### src/rtl/hsec_pkg.sv
`timescale 1ns / 1ps

package hsec_pkg;

	localparam int MAX_DATA_BITS = 32;
	localparam int DATA_WIDTH    = 32;
	localparam int CODE_WIDTH    = 38;
	localparam int LEN_WIDTH     = 6;
	localparam int SYN_WIDTH     = 6;
	localparam int PAR_WIDTH     = 3;
	localparam int DIDX_WIDTH    = $clog2(DATA_WIDTH);
	localparam int CIDX_WIDTH    = $clog2(CODE_WIDTH);

	localparam logic OP_ENCODE = 1'b0;
	localparam logic OP_CHECK  = 1'b1;

	localparam logic [LEN_WIDTH-1:0] DATA_BITS_RESET = LEN_WIDTH'(32);

	// codeword with its length after the placement stage
	typedef struct packed {
		logic                  op;
		logic [CODE_WIDTH-1:0] code;
		logic [LEN_WIDTH-1:0]  n;
	} place_t;

	// codeword plus parity group results after the syndrome stage
	typedef struct packed {
		logic                  op;
		logic [CODE_WIDTH-1:0] code;
		logic [LEN_WIDTH-1:0]  n;
		logic [SYN_WIDTH-1:0]  syn;
	} synd_t;

	// clamp the configured length into 1..MAX_DATA_BITS
	function automatic logic [LEN_WIDTH-1:0] eff_len(input logic [LEN_WIDTH-1:0] bits);
		logic [LEN_WIDTH-1:0] d;
		begin
			d = bits;
			if (d == '0) d = LEN_WIDTH'(1);
			if (int'(d) > MAX_DATA_BITS) d = LEN_WIDTH'(MAX_DATA_BITS);
			return d;
		end
	endfunction

	// least r with 2^r >= d + r + 1
	function automatic logic [PAR_WIDTH-1:0] parity_count(input logic [LEN_WIDTH-1:0] d);
		int r;
		begin
			r = 0;
			for (int i = 0; i < 7; i++) begin
				if ((1 << r) < int'(d) + r + 1) r = r + 1;
			end
			return PAR_WIDTH'(r);
		end
	endfunction

	function automatic logic is_pow2(input int v);
		begin
			return (v != 0) && ((v & (v - 1)) == 0);
		end
	endfunction

	// data bit held at a code position, -1 at parity positions
	function automatic int data_index(input int pos);
		int j;
		begin
			j = 0;
			for (int p = 1; p < pos; p++) begin
				if (!is_pow2(p)) j = j + 1;
			end
			return is_pow2(pos) ? -1 : j;
		end
	endfunction

endpackage

### src/rtl/hamming_sec_encode_check.sv
`timescale 1ns / 1ps
// channel   handshake              payload
// request   req_valid / req_stall  operation, data_in, received_code
// response  rsp_valid / rsp_stall  code_out, syndrome, error_found, uncorrectable
// config    cfg_valid / cfg_ready  cfg_data (data_bits)
//
// rsp_valid rises once a request transaction has passed through the three register
// stages: placement, parity xor trees, correction; one word per cycle while rsp_stall is low
// arst_n clears all stage valids and sets data_bits to 32; cfg_ready is always high
// rsp_stall freezes only full stages; bubbles close up, req_stall is high only while
// all three are full and rsp_stall is high

module hamming_sec_encode_check import hsec_pkg::*; (
	input  logic                  clk,
	input  logic                  arst_n,
	input  logic                  cfg_valid,
	output logic                  cfg_ready,
	input  logic [LEN_WIDTH-1:0]  cfg_data,
	input  logic                  req_valid,
	output logic                  req_stall,
	input  logic                  operation,
	input  logic [DATA_WIDTH-1:0] data_in,
	input  logic [CODE_WIDTH-1:0] received_code,
	output logic                  rsp_valid,
	input  logic                  rsp_stall,
	output logic [CODE_WIDTH-1:0] code_out,
	output logic [SYN_WIDTH-1:0]  syndrome,
	output logic                  error_found,
	output logic                  uncorrectable
);

	logic [LEN_WIDTH-1:0] data_bits_q;
	logic                 valid_s1;
	logic                 valid_s2;
	logic                 valid_s3;
	logic                 adv1;
	logic                 adv2;
	logic                 adv3;
	place_t               place_s1;
	synd_t                synd_s2;

	assign cfg_ready = 1'b1;

	always_ff @(posedge clk or negedge arst_n) begin
		if (!arst_n) begin
			data_bits_q <= DATA_BITS_RESET;
		end else if (cfg_valid && cfg_ready) begin
			data_bits_q <= cfg_data;
		end
	end

	// a stage moves when it is empty or the one after it moves
	assign adv3      = !valid_s3 || !rsp_stall;
	assign adv2      = !valid_s2 || adv3;
	assign adv1      = !valid_s1 || adv2;
	assign req_stall = !adv1;

	always_ff @(posedge clk or negedge arst_n) begin
		if (!arst_n) begin
			valid_s1 <= 1'b0;
			valid_s2 <= 1'b0;
			valid_s3 <= 1'b0;
		end else begin
			if (adv1) valid_s1 <= req_valid;
			if (adv2) valid_s2 <= valid_s1;
			if (adv3) valid_s3 <= valid_s2;
		end
	end

	hsec_place u_place (
		.clk           (clk),
		.en            (adv1),
		.operation     (operation),
		.data_in       (data_in),
		.received_code (received_code),
		.data_bits     (data_bits_q),
		.place_s1      (place_s1)
	);

	hsec_syndrome u_syndrome (
		.clk      (clk),
		.en       (adv2),
		.place_s1 (place_s1),
		.synd_s2  (synd_s2)
	);

	hsec_correct u_correct (
		.clk     (clk),
		.en      (adv3),
		.synd_s2 (synd_s2),
		.code_s3 (code_out),
		.syn_s3  (syndrome),
		.err_s3  (error_found),
		.bad_s3  (uncorrectable)
	);

	assign rsp_valid = valid_s3;

`ifndef ASSERT_OFF
	a_stall_full: assert property (@(posedge clk) disable iff (!arst_n)
		req_stall |-> (valid_s1 && valid_s2 && valid_s3 && rsp_stall))
		else $error("request stalled with a free stage");

	a_bad_err: assert property (@(posedge clk) disable iff (!arst_n)
		(rsp_valid && uncorrectable) |-> error_found)
		else $error("uncorrectable without error_found");

	a_err_syn: assert property (@(posedge clk) disable iff (!arst_n)
		rsp_valid |-> (error_found == (syndrome != '0)))
		else $error("error_found disagrees with syndrome");

	a_drain: assert property (@(posedge clk) disable iff (!arst_n)
		(valid_s2 && !valid_s3) |=> valid_s3)
		else $error("stage 2 transaction did not advance into empty stage 3");
`endif

endmodule

### src/rtl/hsec_place.sv
`timescale 1ns / 1ps

module hsec_place import hsec_pkg::*; (
	input  logic                  clk,
	input  logic                  en,
	input  logic                  operation,
	input  logic [DATA_WIDTH-1:0] data_in,
	input  logic [CODE_WIDTH-1:0] received_code,
	input  logic [LEN_WIDTH-1:0]  data_bits,
	output place_t                place_s1
);

	logic [LEN_WIDTH-1:0]  d;
	logic [PAR_WIDTH-1:0]  r;
	logic [LEN_WIDTH-1:0]  n;
	logic [DATA_WIDTH-1:0] data_m;
	logic [CODE_WIDTH-1:0] enc;
	logic [CODE_WIDTH-1:0] rcv;
	int                    j;

	always_comb begin
		d = eff_len(data_bits);
		r = parity_count(d);
		n = LEN_WIDTH'(d + LEN_WIDTH'(r));
		for (int i = 0; i < DATA_WIDTH; i++) begin
			data_m[i] = data_in[i] && (i < int'(d));
		end
		for (int i = 0; i < CODE_WIDTH; i++) begin
			rcv[i] = received_code[i] && (i < int'(n));
		end
		// scatter data bits to the non-power-of-two positions, parity slots stay 0
		enc = '0;
		j = 0;
		for (int p = 1; p <= CODE_WIDTH; p++) begin
			j = data_index(p);
			if (j >= 0 && j < DATA_WIDTH) enc[p-1] = data_m[DIDX_WIDTH'(j)];
		end
	end

	always_ff @(posedge clk) begin
		if (en) begin
			place_s1.op   <= operation;
			place_s1.code <= (operation == OP_CHECK) ? rcv : enc;
			place_s1.n    <= n;
		end
	end

endmodule

### src/rtl/hsec_syndrome.sv
`timescale 1ns / 1ps

module hsec_syndrome import hsec_pkg::*; (
	input  logic   clk,
	input  logic   en,
	input  place_t place_s1,
	output synd_t  synd_s2
);

	logic [SYN_WIDTH-1:0] par;

	// one xor tree per parity group; positions above n are already zero
	always_comb begin
		for (int k = 0; k < SYN_WIDTH; k++) begin
			par[k] = 1'b0;
			for (int p = 1; p <= CODE_WIDTH; p++) begin
				if (((p >> k) & 1) == 1) par[k] = par[k] ^ place_s1.code[p-1];
			end
		end
	end

	always_ff @(posedge clk) begin
		if (en) begin
			synd_s2.op   <= place_s1.op;
			synd_s2.code <= place_s1.code;
			synd_s2.n    <= place_s1.n;
			synd_s2.syn  <= par;
		end
	end

endmodule

### src/rtl/hsec_correct.sv
`timescale 1ns / 1ps

module hsec_correct import hsec_pkg::*; (
	input  logic                  clk,
	input  logic                  en,
	input  synd_t                 synd_s2,
	output logic [CODE_WIDTH-1:0] code_s3,
	output logic [SYN_WIDTH-1:0]  syn_s3,
	output logic                  err_s3,
	output logic                  bad_s3
);

	logic [CODE_WIDTH-1:0] enc;
	logic [CODE_WIDTH-1:0] fixed;
	logic                  err;
	logic                  bad;

	always_comb begin
		// on encode the group parities are the parity bits themselves
		enc = synd_s2.code;
		for (int k = 0; k < SYN_WIDTH; k++) begin
			if ((1 << k) <= CODE_WIDTH) enc[CIDX_WIDTH'((1 << k) - 1)] = synd_s2.syn[k];
		end
		err = (synd_s2.syn != '0);
		bad = err && (synd_s2.syn > synd_s2.n);
		fixed = synd_s2.code;
		for (int i = 0; i < CODE_WIDTH; i++) begin
			if (err && !bad && synd_s2.syn == SYN_WIDTH'(i + 1)) fixed[i] = ~synd_s2.code[i];
		end
	end

	always_ff @(posedge clk) begin
		if (en) begin
			if (synd_s2.op == OP_CHECK) begin
				code_s3 <= fixed;
				syn_s3  <= synd_s2.syn;
				err_s3  <= err;
				bad_s3  <= bad;
			end else begin
				code_s3 <= enc;
				syn_s3  <= '0;
				err_s3  <= 1'b0;
				bad_s3  <= 1'b0;
			end
		end
	end

endmodule

### config.mk
export PLATFORM = sky130hd
export DESIGN_NAME = hamming_sec_encode_check
export DESIGN_NICKNAME = d
export VERILOG_FILES = /design/src/rtl/hsec_pkg.sv /design/src/rtl/hamming_sec_encode_check.sv /design/src/rtl/hsec_place.sv /design/src/rtl/hsec_syndrome.sv /design/src/rtl/hsec_correct.sv
export SDC_FILE = /design/constraint.sdc
export NUM_CORES = 1
export LEC_CHECK = 0
export BUFFER_PORTS_ARGS = -buffer_cell sky130_fd_sc_hd__buf_4
export CORE_MARGIN = 4
export CORE_UTILIZATION = 40
export CTS_CLUSTER_SIZE = 25
export DETAILED_ROUTE_END_ITERATION = 8
export PLACE_DENSITY_LB_ADDON = 0.08
export SLEW_MARGIN = 10
export SYNTH_ARGS = -nofsm -noshare
export SYNTH_HDL_FRONTEND = slang
export SYNTH_SLANG_ARGS = --single-unit
export TNS_END_PERCENT = 10
### constraint.sdc
create_clock -name clk -period 35.9 [get_ports clk]
set_input_delay 7.18 -clock clk [delete_from_list [all_inputs] [get_ports clk]]
set_output_delay 7.18 -clock clk [all_outputs]
set_load 0.005 [all_outputs]
==> impl_metrics.csv, run 1 <==
group,metric,value,unit
setup_path,end_kind,"flip-flop",
finish,num-nets-final,1180,
logic_synthesis,ys_top_cells_by_area,"edfxtp_1, ha_1, xnor2_1",
timing,worstMarginPinSlew,0.9892,ns
clocking,cts_tree,"done",
timing,skew,0.01261,ns
floorplan,core_area,23680,um2
floorplan,fp.dieH,164.0,um
routing,drt_iter0_markers,312,
timing,hold_viol_final,0,
global_route,grt_pass1_wl,37.54,mm
job,max_cap_viol_count,0,
clocking,clk_pin_slew,0.07,ns
clocking,holdBufCountCts,0,
global_route,antenna_found_initial,0,
clocking,numCtsBuffers,17,
logic_synthesis,synthCells,900,
setup_path,cp-start-kind,"flip-flop",
routing,vias,6804,
timing,rsz0062_at_grt,"false",
floorplan,num_rows,56,
place,gp_congestion,0.8688,
finish,nFillCells,2236,
routing,drc,0,
setup_path,critPathRequiredTime,36.07,ns
routing,ant_nets,0,
routing,first_pass_iters,5,
global_route,grt.overflow.total,0,
logic_synthesis,yosysTopAreaCell,"edfxtp_1",
logic_synthesis,synth_area_per_cell,10.82,um2
clocking,cts.repair.resized,0,
setup_path,cpMostUsedCell,"ha_1",
clocking,clk_latency,0.41,ns
logic_synthesis,synth_seq_area_share,46.11,%
routing,post_drt_wl_per_cell,17.73,um
timing,max_freq,46.72,MHz
clocking,htree_num_levels,4,
logic_synthesis,yosysTopAreaCellShare,43.78,%
min_path,hold_path_class,"flip-flop to flip-flop",
global_route,grt_pass1_vias,6874,
setup_path,critical_path_arrival,21.58,ns
setup_path,crit_fanout,16,
timing,timing.final.crit_share,59.63,%
finish,diodes,0,
place,dp_hpwl,18.84,mm
timing,finalSetupViolCount,0,
clocking,clk_path_buf_depth,2,
logic_synthesis,synth-seq-cells,151,
logic_synthesis,ys.flop_type,"edfxtp_1",
global_route,grt_max_degree,53,
outcome,status,"completed",
clocking,root_buffer,"clkbuf_16",
setup_path,path_class,"flip-flop to flip-flop",
global_route,track_usage,18.03,%
finish,layout-drive-gt1-share,17.40,%
floorplan,die_width,164.0,um
timing,drv_slew,0,
floorplan,pin_count,131,
logic_synthesis,yosysWarningCount,0,
clocking,clock-sinks,151,
logic_synthesis,mappedNetlistArea,9739,um2
finish,area_growth,18.55,%
clocking,cts_setup_buffers,0,
timing,fin_crit,21.41,ns
floorplan,start_util,41.12,%
floorplan,die_area,26910,um2
routing,routed_wl,23.80,mm
setup_path,crit_path_top_delay_cell,"a2111oi_0",
routing,vias_per_cell,5.070,
place,port-buffer-count,113,
logic_synthesis,synth_edf_count,142,
logic_synthesis,ys_types,75,
setup_path,cpPeakStageDelay,0.69,ns
timing,maxSlewHeadroom,33.82,%
logic_synthesis,async_reset_ff_share,5.960,%
timing,fin_setup_tns,0,ns
-- Yosys cell counts (9+ instances only) --
master and count:
nor3_1 19, xor2_1 37, a21oi_1 35, inv_1 43, and3_1 16, o21ai_0 45
clkbuf_1 27, ha_1 82, nand2_1 73, xnor2_1 83, nand4_1 10, o211ai_1 16
o21a_1 9, and2_1 25, edfxtp_1 142, a21o_1 10, nand3_1 28, nor2b_1 20
nand2b_1 11, nor2_1 52
-- worst paths after layout --
path / to / start / cells after the start / slack [ns]
worst max-delay path: u_place.place_s1[22]$_DFFE_PN_ / data_bits_q[3]$_DFFE_PN0P_ / 85 / 14.49
max in group asynchronous: data_bits_q[5]$_DFFE_PN1P_ / arst_n / 1 / 29.11
worst min register to register: u_syndrome.synd_s2[11]$_DFFE_PP_ / u_place.place_s1[5]$_DFFE_PN_ / 0 / 0.42
min in group asynchronous: data_bits_q[1]$_DFFE_PN0P_ / arst_n / 1 / 6.58
worst max register to register: u_place.place_s1[22]$_DFFE_PN_ / data_bits_q[3]$_DFFE_PN0P_ / 85 / 14.49
worst min-delay path: u_syndrome.synd_s2[11]$_DFFE_PP_ / u_place.place_s1[5]$_DFFE_PN_ / 0 / 0.42
-- cell families (layout without fill, tap and decap cells) --
group	Yosys count	after routing	share of synthesized area (%)
flops	151	151	46.11
compound gates	165	165	11.95
mux	15	15	1.696
buf+inv	77	196	3.096
fa+ha+maj	89	89	11.87
other cells	2	6	0.07711
xor+xnor	120	120	10.79
simple gates	281	281	14.41
-- cell usage in the layout (no fill, tap or decap), types with 3 or more instances in the layout --
cell       count
edfxtp_1     142
buf_4        118
xnor2_1       83
ha_1          82
nand2_1       72
nor2_1        52
o21ai_0       45
inv_1         43
xor2_1        37
a21oi_1       35
nand3_1       27
and2_1        25
nor2b_1       20
nor3_1        19
clkbuf_16     17
and3_1        16
o211ai_1      16
nand2b_1      11
a21o_1        10
nand4_1       10
o21a_1         9
or3_1          8
mux2_2         8
dfrtp_1        8
mux2i_1        6
fa_1           6
conb_1         6
nor4_1         5
inv_6          5
a31oi_1        4
a211oi_1       4
or2_2          4
inv_8          4
a2111o_1       3
a211o_1        3
o21bai_1       3
o22ai_1        3
bufinv_16      3
-- routing by layer --
layer | track usage, % | vias up | routed length (um)
li1 | - | 3465 | -
met1 | 21.79 | 3222 | 10030
met2 | 33.63 | 105 | 12870
met3 | 2.785 | 12 | 669
met4 | 4.232 | 0 | 231
met5 | 0 | - | 0
-- state kept, by name, indices dropped and copies added, names as in the netlist --
signal and count:
u_syndrome.synd_s2 51, u_place.place_s1 45, u_correct.code_s3 38, data_bits_q 6, u_correct.syn_s3 6, rsp_valid 1
u_correct.bad_s3 1, u_correct.err_s3 1, valid_s1 1, valid_s2 1
-- critical path: cells and delay by family, from the launching register on --
family | cells | cell delay [ns]
AOI/OAI and AO/OA | 28 | 6.57
xor gates and xnor gates | 5 | 1.51
adders and majority gates | 20 | 6.12
buffers and inverters | 8 | 0.86
DFF | 1 | 0.60
muxes | 1 | 0.42
and+or+nand+nor | 23 | 5.06
-- metrics by stage --
stage / area (um2) / utilization, % / hold WS, ns / setup slack (ns) / instances
floorplan: 9754 / - / 0.4003 / 17.63 / 904
global placement: 10920 / 46.10 / 0.4030 / 14.62 / 1310
detailed placement: 10920 / 46.10 / 0.4065 / 14.57 / 1310
CTS: 11550 / 48.75 / 0.4227 / 14.50 / 1342
global route: 11550 / 48.75 / 0.4371 / 12.62 / 1342
finish: 11550 / 48.75 / 0.4210 / 14.49 / 1342
-- cell type report --
type / count / area [um2] / area share [%]
tap: 319 / 399.1 / 3.457
inverter: 46 / 172.7 / 1.495
clock inverter: 15 / 202.7 / 1.756
multi-input combinational: 676 / 4970 / 43.04
timing repair buffer: 118 / 885.9 / 7.672
sequential: 151 / 4491 / 38.89
clock buffer: 17 / 425.4 / 3.684
Power of run 1 is left out: the tool's default activity adds up to more than one toggle a clock period on the data nets, which glitch-free logic cannot reach.
==> run 2, diff against run 1 <==
--- a/config.mk
+++ b/config.mk
@@ -5,6 +5,7 @@
 export SDC_FILE = /design/constraint.sdc
 export NUM_CORES = 1
 export LEC_CHECK = 0
+export ABC_AREA = 1
 export BUFFER_PORTS_ARGS = -buffer_cell sky130_fd_sc_hd__buf_4
 export CORE_MARGIN = 4
 export CORE_UTILIZATION = 40
==> constraint.sdc (replaced) <==
create_clock -name clk -period 18.3 [get_ports clk]
set_input_delay 3.66 -clock clk [delete_from_list [all_inputs] [get_ports clk]]
set_output_delay 3.66 -clock clk [all_outputs]
set_load 0.005 [all_outputs]
==> run 2 against run 1 <==
Clock-buffer cell count stayed put. Hold slack worse by 0.0023 ns. Cell area is 1.4% higher. Die area is 1.0% higher. First-iteration DRC count is 9.9% higher. Critical path type unchanged. Largest cell class unchanged.
==> impl_metrics.csv, run 2 <==
group,metric,value,unit
setup_path,critPathRequiredTime,18.55,ns
clocking,root_buffer,"clkbuf_16",
clocking,clk_latency,0.42,ns
logic_synthesis,synth_area_per_cell,9.754,um2
finish,layout-drive-gt1-share,18.09,%
global_route,grt.overflow.total,0,
timing,worst_hold_slack,0.4186,ns
setup_path,path_class,"flip-flop to flip-flop",
logic_synthesis,synth-seq-cells,151,
outcome,status,"completed",
routing,vias,7019,
routing,wl_met3,1.008,mm
finish,fin_area,11710,um2
routing,vias_per_cell,4.762,
setup_path,crit_fanout,13,
logic_synthesis,mappedNetlistArea,9842,um2
setup_path,critical_path_arrival,17.06,ns
place,dp_hpwl,19.22,mm
routing,route.layer.met1.wl,10.28,mm
place,pre_cts_slack,1.216,ns
finish,final_cell_mix,"edfxtp_1, nand2_1, buf_4",
routing,wl_met2,12.23,mm
global_route,grt_pass1_wl,36.76,mm
finish,top_register,"u_syndrome.synd_s2",
logic_synthesis,ys.flop_type,"edfxtp_1",
logic_synthesis,yosysTopAreaCell,"edfxtp_1",
finish,diodes,0,
timing,rsz0062_at_grt,"false",
logic_synthesis,yosysWarningCount,0,
global_route,grt_max_degree,53,
logic_synthesis,yosysMostFrequentCell,"edfxtp_1",
finish,num-nets-final,1307,
logic_synthesis,synth_commonest_cells,"edfxtp_1, nand2_1, inv_1, xnor2_1, nor2_1",
setup_path,cp-start-kind,"flip-flop",
clocking,numCtsBuffers,17,
floorplan,num_rows,57,
floorplan,core_area,24250,um2
finish,nFillCells,2348,
routing,routed_wl,23.89,mm
place,port-buffer-count,113,
min_path,hold_path_class,"flip-flop to flip-flop",
timing,drv_slew,0,
setup_path,cpMostUsedCell,"ha_1",
routing,ant_nets,0,
global_route,antenna_found_initial,0,
timing,skew,0.01133,ns
timing,timing.final.crit_share,91.88,%
logic_synthesis,synth_edf_count,142,
logic_synthesis,yosysTopAreaCellShare,43.33,%
clocking,htree_num_levels,4,
floorplan,die_area,27180,um2
routing,drt_iter0_markers,343,
logic_synthesis,ys_types,52,
job,max_cap_viol_count,0,
finish,reg.largest.list,"u_syndrome.synd_s2 (51), u_place.place_s1 (45), u_correct.code_s3 (38)",
logic_synthesis,synthCells,1009,
clocking,cts_tree,"done",
setup_path,cpPeakStageDelay,0.80,ns
logic_synthesis,async_reset_ff_share,5.960,%
clocking,clk_path_buf_depth,2,
routing,first_pass_iters,5,
place,gp_congestion,0.8752,
timing,finalSetupViolCount,0,
floorplan,die_width,164.9,um
timing,worstMarginPinSlew,1.100,ns
routing,post_drt_wl_per_cell,16.21,um
timing,setup_ws,1.485,ns
timing,max_freq,59.47,MHz
finish,largest_register_ffs,51,
setup_path,end_kind,"flip-flop",
timing,fin_crit,16.81,ns
floorplan,pin_count,131,
routing,top_layer_used,"met4",
clocking,cts_setup_buffers,0,
clocking,clock-sinks,151,
logic_synthesis,ys_top_cells_by_area,"edfxtp_1, ha_1, xnor2_1",
floorplan,fp.dieH,164.9,um
global_route,grt_pass1_vias,6761,
logic_synthesis,synth_seq_area_share,45.63,%
timing,fin_setup_tns,0,ns
finish,final_common_cell,"edfxtp_1",
setup_path,crit_path_top_delay_cell,"dfstp_2",
global_route,track_usage,17.85,%
timing,hold_viol_final,0,
finish,area_growth,18.99,%
place,place_area,11120,um2
timing,maxSlewHeadroom,26.69,%
floorplan,start_util,40.59,%
routing,drc,0,
clocking,clk_pin_slew,0.06,ns
==> run 2: cell types whose count changed in the layout (fill, tap and decap cells not counted), moves of 15 or more <==
cell,before,now
and2_1,25,2
and3_1,16,1
inv_1,43,118
nand2_1,72,138
nand3_1,27,64
nor2_1,52,92
nor2b_1,20,0
xnor2_1,83,100
==> run 2: kinds of logic after synthesis <==
group | Yosys count | share of synthesized area, %
AO/OA/AOI/OAI | 118 | 7.323
XOR/XNOR | 142 | 12.64
adder cells (fa/ha/maj) | 88 | 11.65
buffers and inverters | 150 | 5.848
flip-flops | 151 | 45.63
other | 2 | 0.07631
AND/OR/NAND/NOR | 358 | 16.84
==> run 2: cell type report <==
type | instances | area (um2) | share of cell area (%)
multi-input combinational | 712 | 4817 | 41.13
sequential | 151 | 4491 | 38.34
timing repair buffer | 124 | 930.9 | 7.949
inverter | 131 | 496.7 | 4.241
clock buffer | 17 | 425.4 | 3.632
tap | 324 | 405.4 | 3.462
clock inverter | 15 | 145.1 | 1.239
==> run 2: worst paths after layout <==
kind / start / endpoint / slack (ns) / cells past startpoint
max: data_bits_q[5]$_DFFE_PN1P_ / u_place.place_s1[30]$_DFFE_PN_ / 1.49 / 93
min: u_place.place_s1[2]$_DFFE_PN_ / u_syndrome.synd_s2[8]$_DFFE_PP_ / 0.42 / 0
max reg2reg: data_bits_q[5]$_DFFE_PN1P_ / u_place.place_s1[30]$_DFFE_PN_ / 1.49 / 93
min reg2reg: u_place.place_s1[2]$_DFFE_PN_ / u_syndrome.synd_s2[8]$_DFFE_PP_ / 0.42 / 0
max in group asynchronous: arst_n / data_bits_q[5]$_DFFE_PN1P_ / 14.99 / 1
min in group asynchronous: arst_n / valid_s1$_DFFE_PN0N_ / 3.07 / 1
==> run 2: worst max-delay path, delay by kind of cell, from the launching register on <==
kind / cells / cell delay [ns]
simple gates: 27 / 3.22
compound gates: 23 / 3.97
fa+ha+maj: 20 / 5.81
buf+inv: 16 / 1.57
xor+xnor: 7 / 1.22
flops: 1 / 0.80
==> run 2: what timing repair did <==
action,in CTS,in global routing
hold buffers,0,0
setup endpoints to repair,0,6
resized for setup,0,3
==> run 2: layer usage <==
metal,vias up,track usage [%]
met2,156,31.79
met5,-,0
met1,3209,22.22
met3,22,3.169
met4,0,4.991
li1,3632,-
==> run 2: through the flow <==
stage,util [%],instances
4_1_cts,48.21,1474
2_1_floorplan,-,1013
6_report,48.30,1474
3_3_place_gp,45.86,1442
5_1_grt,48.30,1474
3_5_place_dp,45.86,1442
Power of run 2 is left out for the same reason.
==> run 3, diff against run 2 <==
==> constraint.sdc (replaced) <==
create_clock -name clk -period 19.9 [get_ports clk]
set_input_delay 3.98 -clock clk [delete_from_list [all_inputs] [get_ports clk]]
set_output_delay 3.98 -clock clk [all_outputs]
set_load 0.005 [all_outputs]
==> run 3 against run 2 <==
Setup slack improved by 0.46 ns. Hold slack better by 0.012 ns. Clock skew up 0.0053 ns. Critical endpoint is now u_place.place_s1[10]$_DFFE_PN_. Cell area down 0.21%. Sequential cell count did not move. Critical path type unchanged. Via count down 0.11%. Routed wire length fell by 0.44%. Clock-buffer cell count unchanged. Core utilization decreased by 0.10 points. First-iteration DRC count rose by 15%. Non-clock buffer count fell by 5. Register-to-register slack gained 0.46 ns.
==> impl_metrics.csv, run 3 (synthesis gave the netlist of run 2 again) <==
group,metric,value,unit
outcome,status,"completed",
clocking,clk_path_buf_depth,2,
place,port-buffer-count,113,
floorplan,core_area,24250,um2
timing,worst_hold_slack,0.4302,ns
job,max_cap_viol_count,0,
setup_path,critical_path_arrival,18.14,ns
finish,reg.largest.list,"u_syndrome.synd_s2 (51), u_place.place_s1 (45), u_correct.code_s3 (38)",
clocking,numCtsBuffers,17,
finish,nFillCells,2317,
routing,vias_per_cell,4.773,
setup_path,end_kind,"flip-flop",
timing,hold_viol_final,0,
setup_path,regToRegEndpoint,"u_place.place_s1[10]$_DFFE_PN_",
finish,final_common_cell,"edfxtp_1",
routing,first_pass_iters,5,
global_route,grt_pass1_vias,6992,
setup_path,path_class,"flip-flop to flip-flop",
global_route,grt.overflow.total,0,
clocking,clk_latency,0.42,ns
finish,fin_area,11690,um2
setup_path,r2r_setup_slack,1.94,ns
global_route,grt_pass1_wl,37.45,mm
floorplan,die_area,27180,um2
routing,drc,0,
setup_path,crit_fanout,8,
routing,post_drt_wl_per_cell,16.19,um
routing,drt_iter0_markers,395,
clocking,clk_pin_slew,0.06,ns
timing,rsz0062_at_grt,"false",
finish,num-nets-final,1302,
clocking,cts.repair.resized,0,
setup_path,cpMostUsedCell,"ha_1",
clocking,root_buffer,"clkbuf_16",
place,dp_hpwl,19.23,mm
timing,timing.final.crit_share,90.25,%
routing,vias,7011,
global_route,track_usage,18.13,%
timing,fin_crit,17.96,ns
timing,drv_slew,0,
timing,worstMarginPinSlew,1.091,ns
setup_path,critPathRequiredTime,20.08,ns
clocking,htree_num_levels,4,
floorplan,pin_count,131,
floorplan,num_rows,57,
min_path,hold_path_class,"flip-flop to flip-flop",
setup_path,cpPeakStageDelay,0.62,ns
finish,final_cell_mix,"edfxtp_1, nand2_1, buf_4",
routing,ant_nets,0,
clocking,holdBufCountCts,0,
finish,largest_register_ffs,51,
finish,top_register,"u_syndrome.synd_s2",
setup_path,cp-start-kind,"flip-flop",
routing,routed_wl,23.79,mm
finish,layout-drive-gt1-share,17.55,%
global_route,grt_max_degree,53,
floorplan,die_width,164.9,um
timing,maxSlewHeadroom,27.24,%
place,place_area,11080,um2
global_route,antenna_found_initial,0,
timing,skew,0.01665,ns
min_path,min_delay_path_depth,0,
clocking,cts_setup_buffers,0,
timing,max_freq,55.68,MHz
floorplan,fp.dieH,164.9,um
finish,area_growth,18.74,%
floorplan,start_util,40.59,%
finish,diodes,0,
min_path,min_to,"u_syndrome.synd_s2[6]$_DFFE_PP_",
clocking,cts_tree,"done",
timing,finalSetupViolCount,0,
timing,fin_setup_tns,0,ns
setup_path,crit_path_top_delay_cell,"nor2_1",
place,gp_congestion,0.8661,
setup_path,rr_worst_depth,89,
min_path,worstHoldStart,"u_place.place_s1[0]$_DFFE_PN_",
setup_path,reg2reg_from,"data_bits_q[4]$_DFFE_PN0P_",
clocking,clock-sinks,151,
-- run 3: cell types whose count changed in the layout (fill, tap and decap cells not counted) --
cell | previous run | this run
buf_4 | 124 | 119
inv_6 | 2 | 5
clkinv_4 | 4 | 2
xor2_1 | 40 | 42
xor2_2 | 2 | 0
bufinv_16 | 1 | 2
clkinv_1 | 3 | 2
clkinv_2 | 2 | 1
clkinvlp_4 | 2 | 1
inv_8 | 3 | 4
nor4_1 | 2 | 3
nor4_2 | 1 | 0
-- run 3: worst max-delay path, delay by kind of cell, from the launching register on --
| kind | cells | cell delay, ns |
|---|---|---|
| AO/OA/AOI/OAI | 23 | 4.90 |
| buffers and inverters | 15 | 1.81 |
| AND/OR/NAND/NOR | 26 | 3.63 |
| XOR/XNOR | 6 | 1.34 |
| flip-flops | 1 | 0.47 |
| adder cells (fa/ha/maj) | 19 | 5.51 |
-- run 3: worst max path at each step --
stage	slack (ns)	startpoint	end
floorplan	4.32	data_bits_q[4]$_DFFE_PN0P_	u_place.place_s1[10]$_DFFE_PN_
global placement	2.09	data_bits_q[4]$_DFFE_PN0P_	u_place.place_s1[10]$_DFFE_PN_
detailed placement	1.93	data_bits_q[4]$_DFFE_PN0P_	u_place.place_s1[10]$_DFFE_PN_
CTS	1.86	data_bits_q[4]$_DFFE_PN0P_	u_place.place_s1[10]$_DFFE_PN_
global route	0.44	data_bits_q[4]$_DFFE_PN0P_	u_place.place_s1[10]$_DFFE_PN_
finish	1.94	data_bits_q[4]$_DFFE_PN0P_	u_place.place_s1[10]$_DFFE_PN_
-- run 3: area by class of cell --
type | instances | area [um2] | share of cell area (%)
sequential | 151 | 4491 | 38.43
clock inverter | 15 | 178.9 | 1.531
tap | 324 | 405.4 | 3.469
clock buffer | 17 | 425.4 | 3.640
inverter | 131 | 496.7 | 4.251
timing repair buffer | 119 | 893.4 | 7.645
multi-input combinational | 712 | 4796 | 41.04
-- run 3: per-stage QoR --
step | std cells | util [%] | worst slack [ns]
CTS | 1469 | 48.19 | 1.864
global route | 1469 | 48.19 | 0.4399
finish | 1469 | 48.19 | 1.941
global placement | 1437 | 45.70 | 2.087
detailed placement | 1437 | 45.70 | 1.931
floorplan | 1013 | - | 4.322
-- run 3: routing by layer --
layer  track usage (%)  part of all wire [%]  vias up
li1                  -                     -     3636
met1             22.56                    43     3209
met3             2.895                   3.8       28
met5                 0                     0        -
met4             5.784                   1.9        0
met2             32.18                    51      138
Power of run 3 is left out for the same reason.
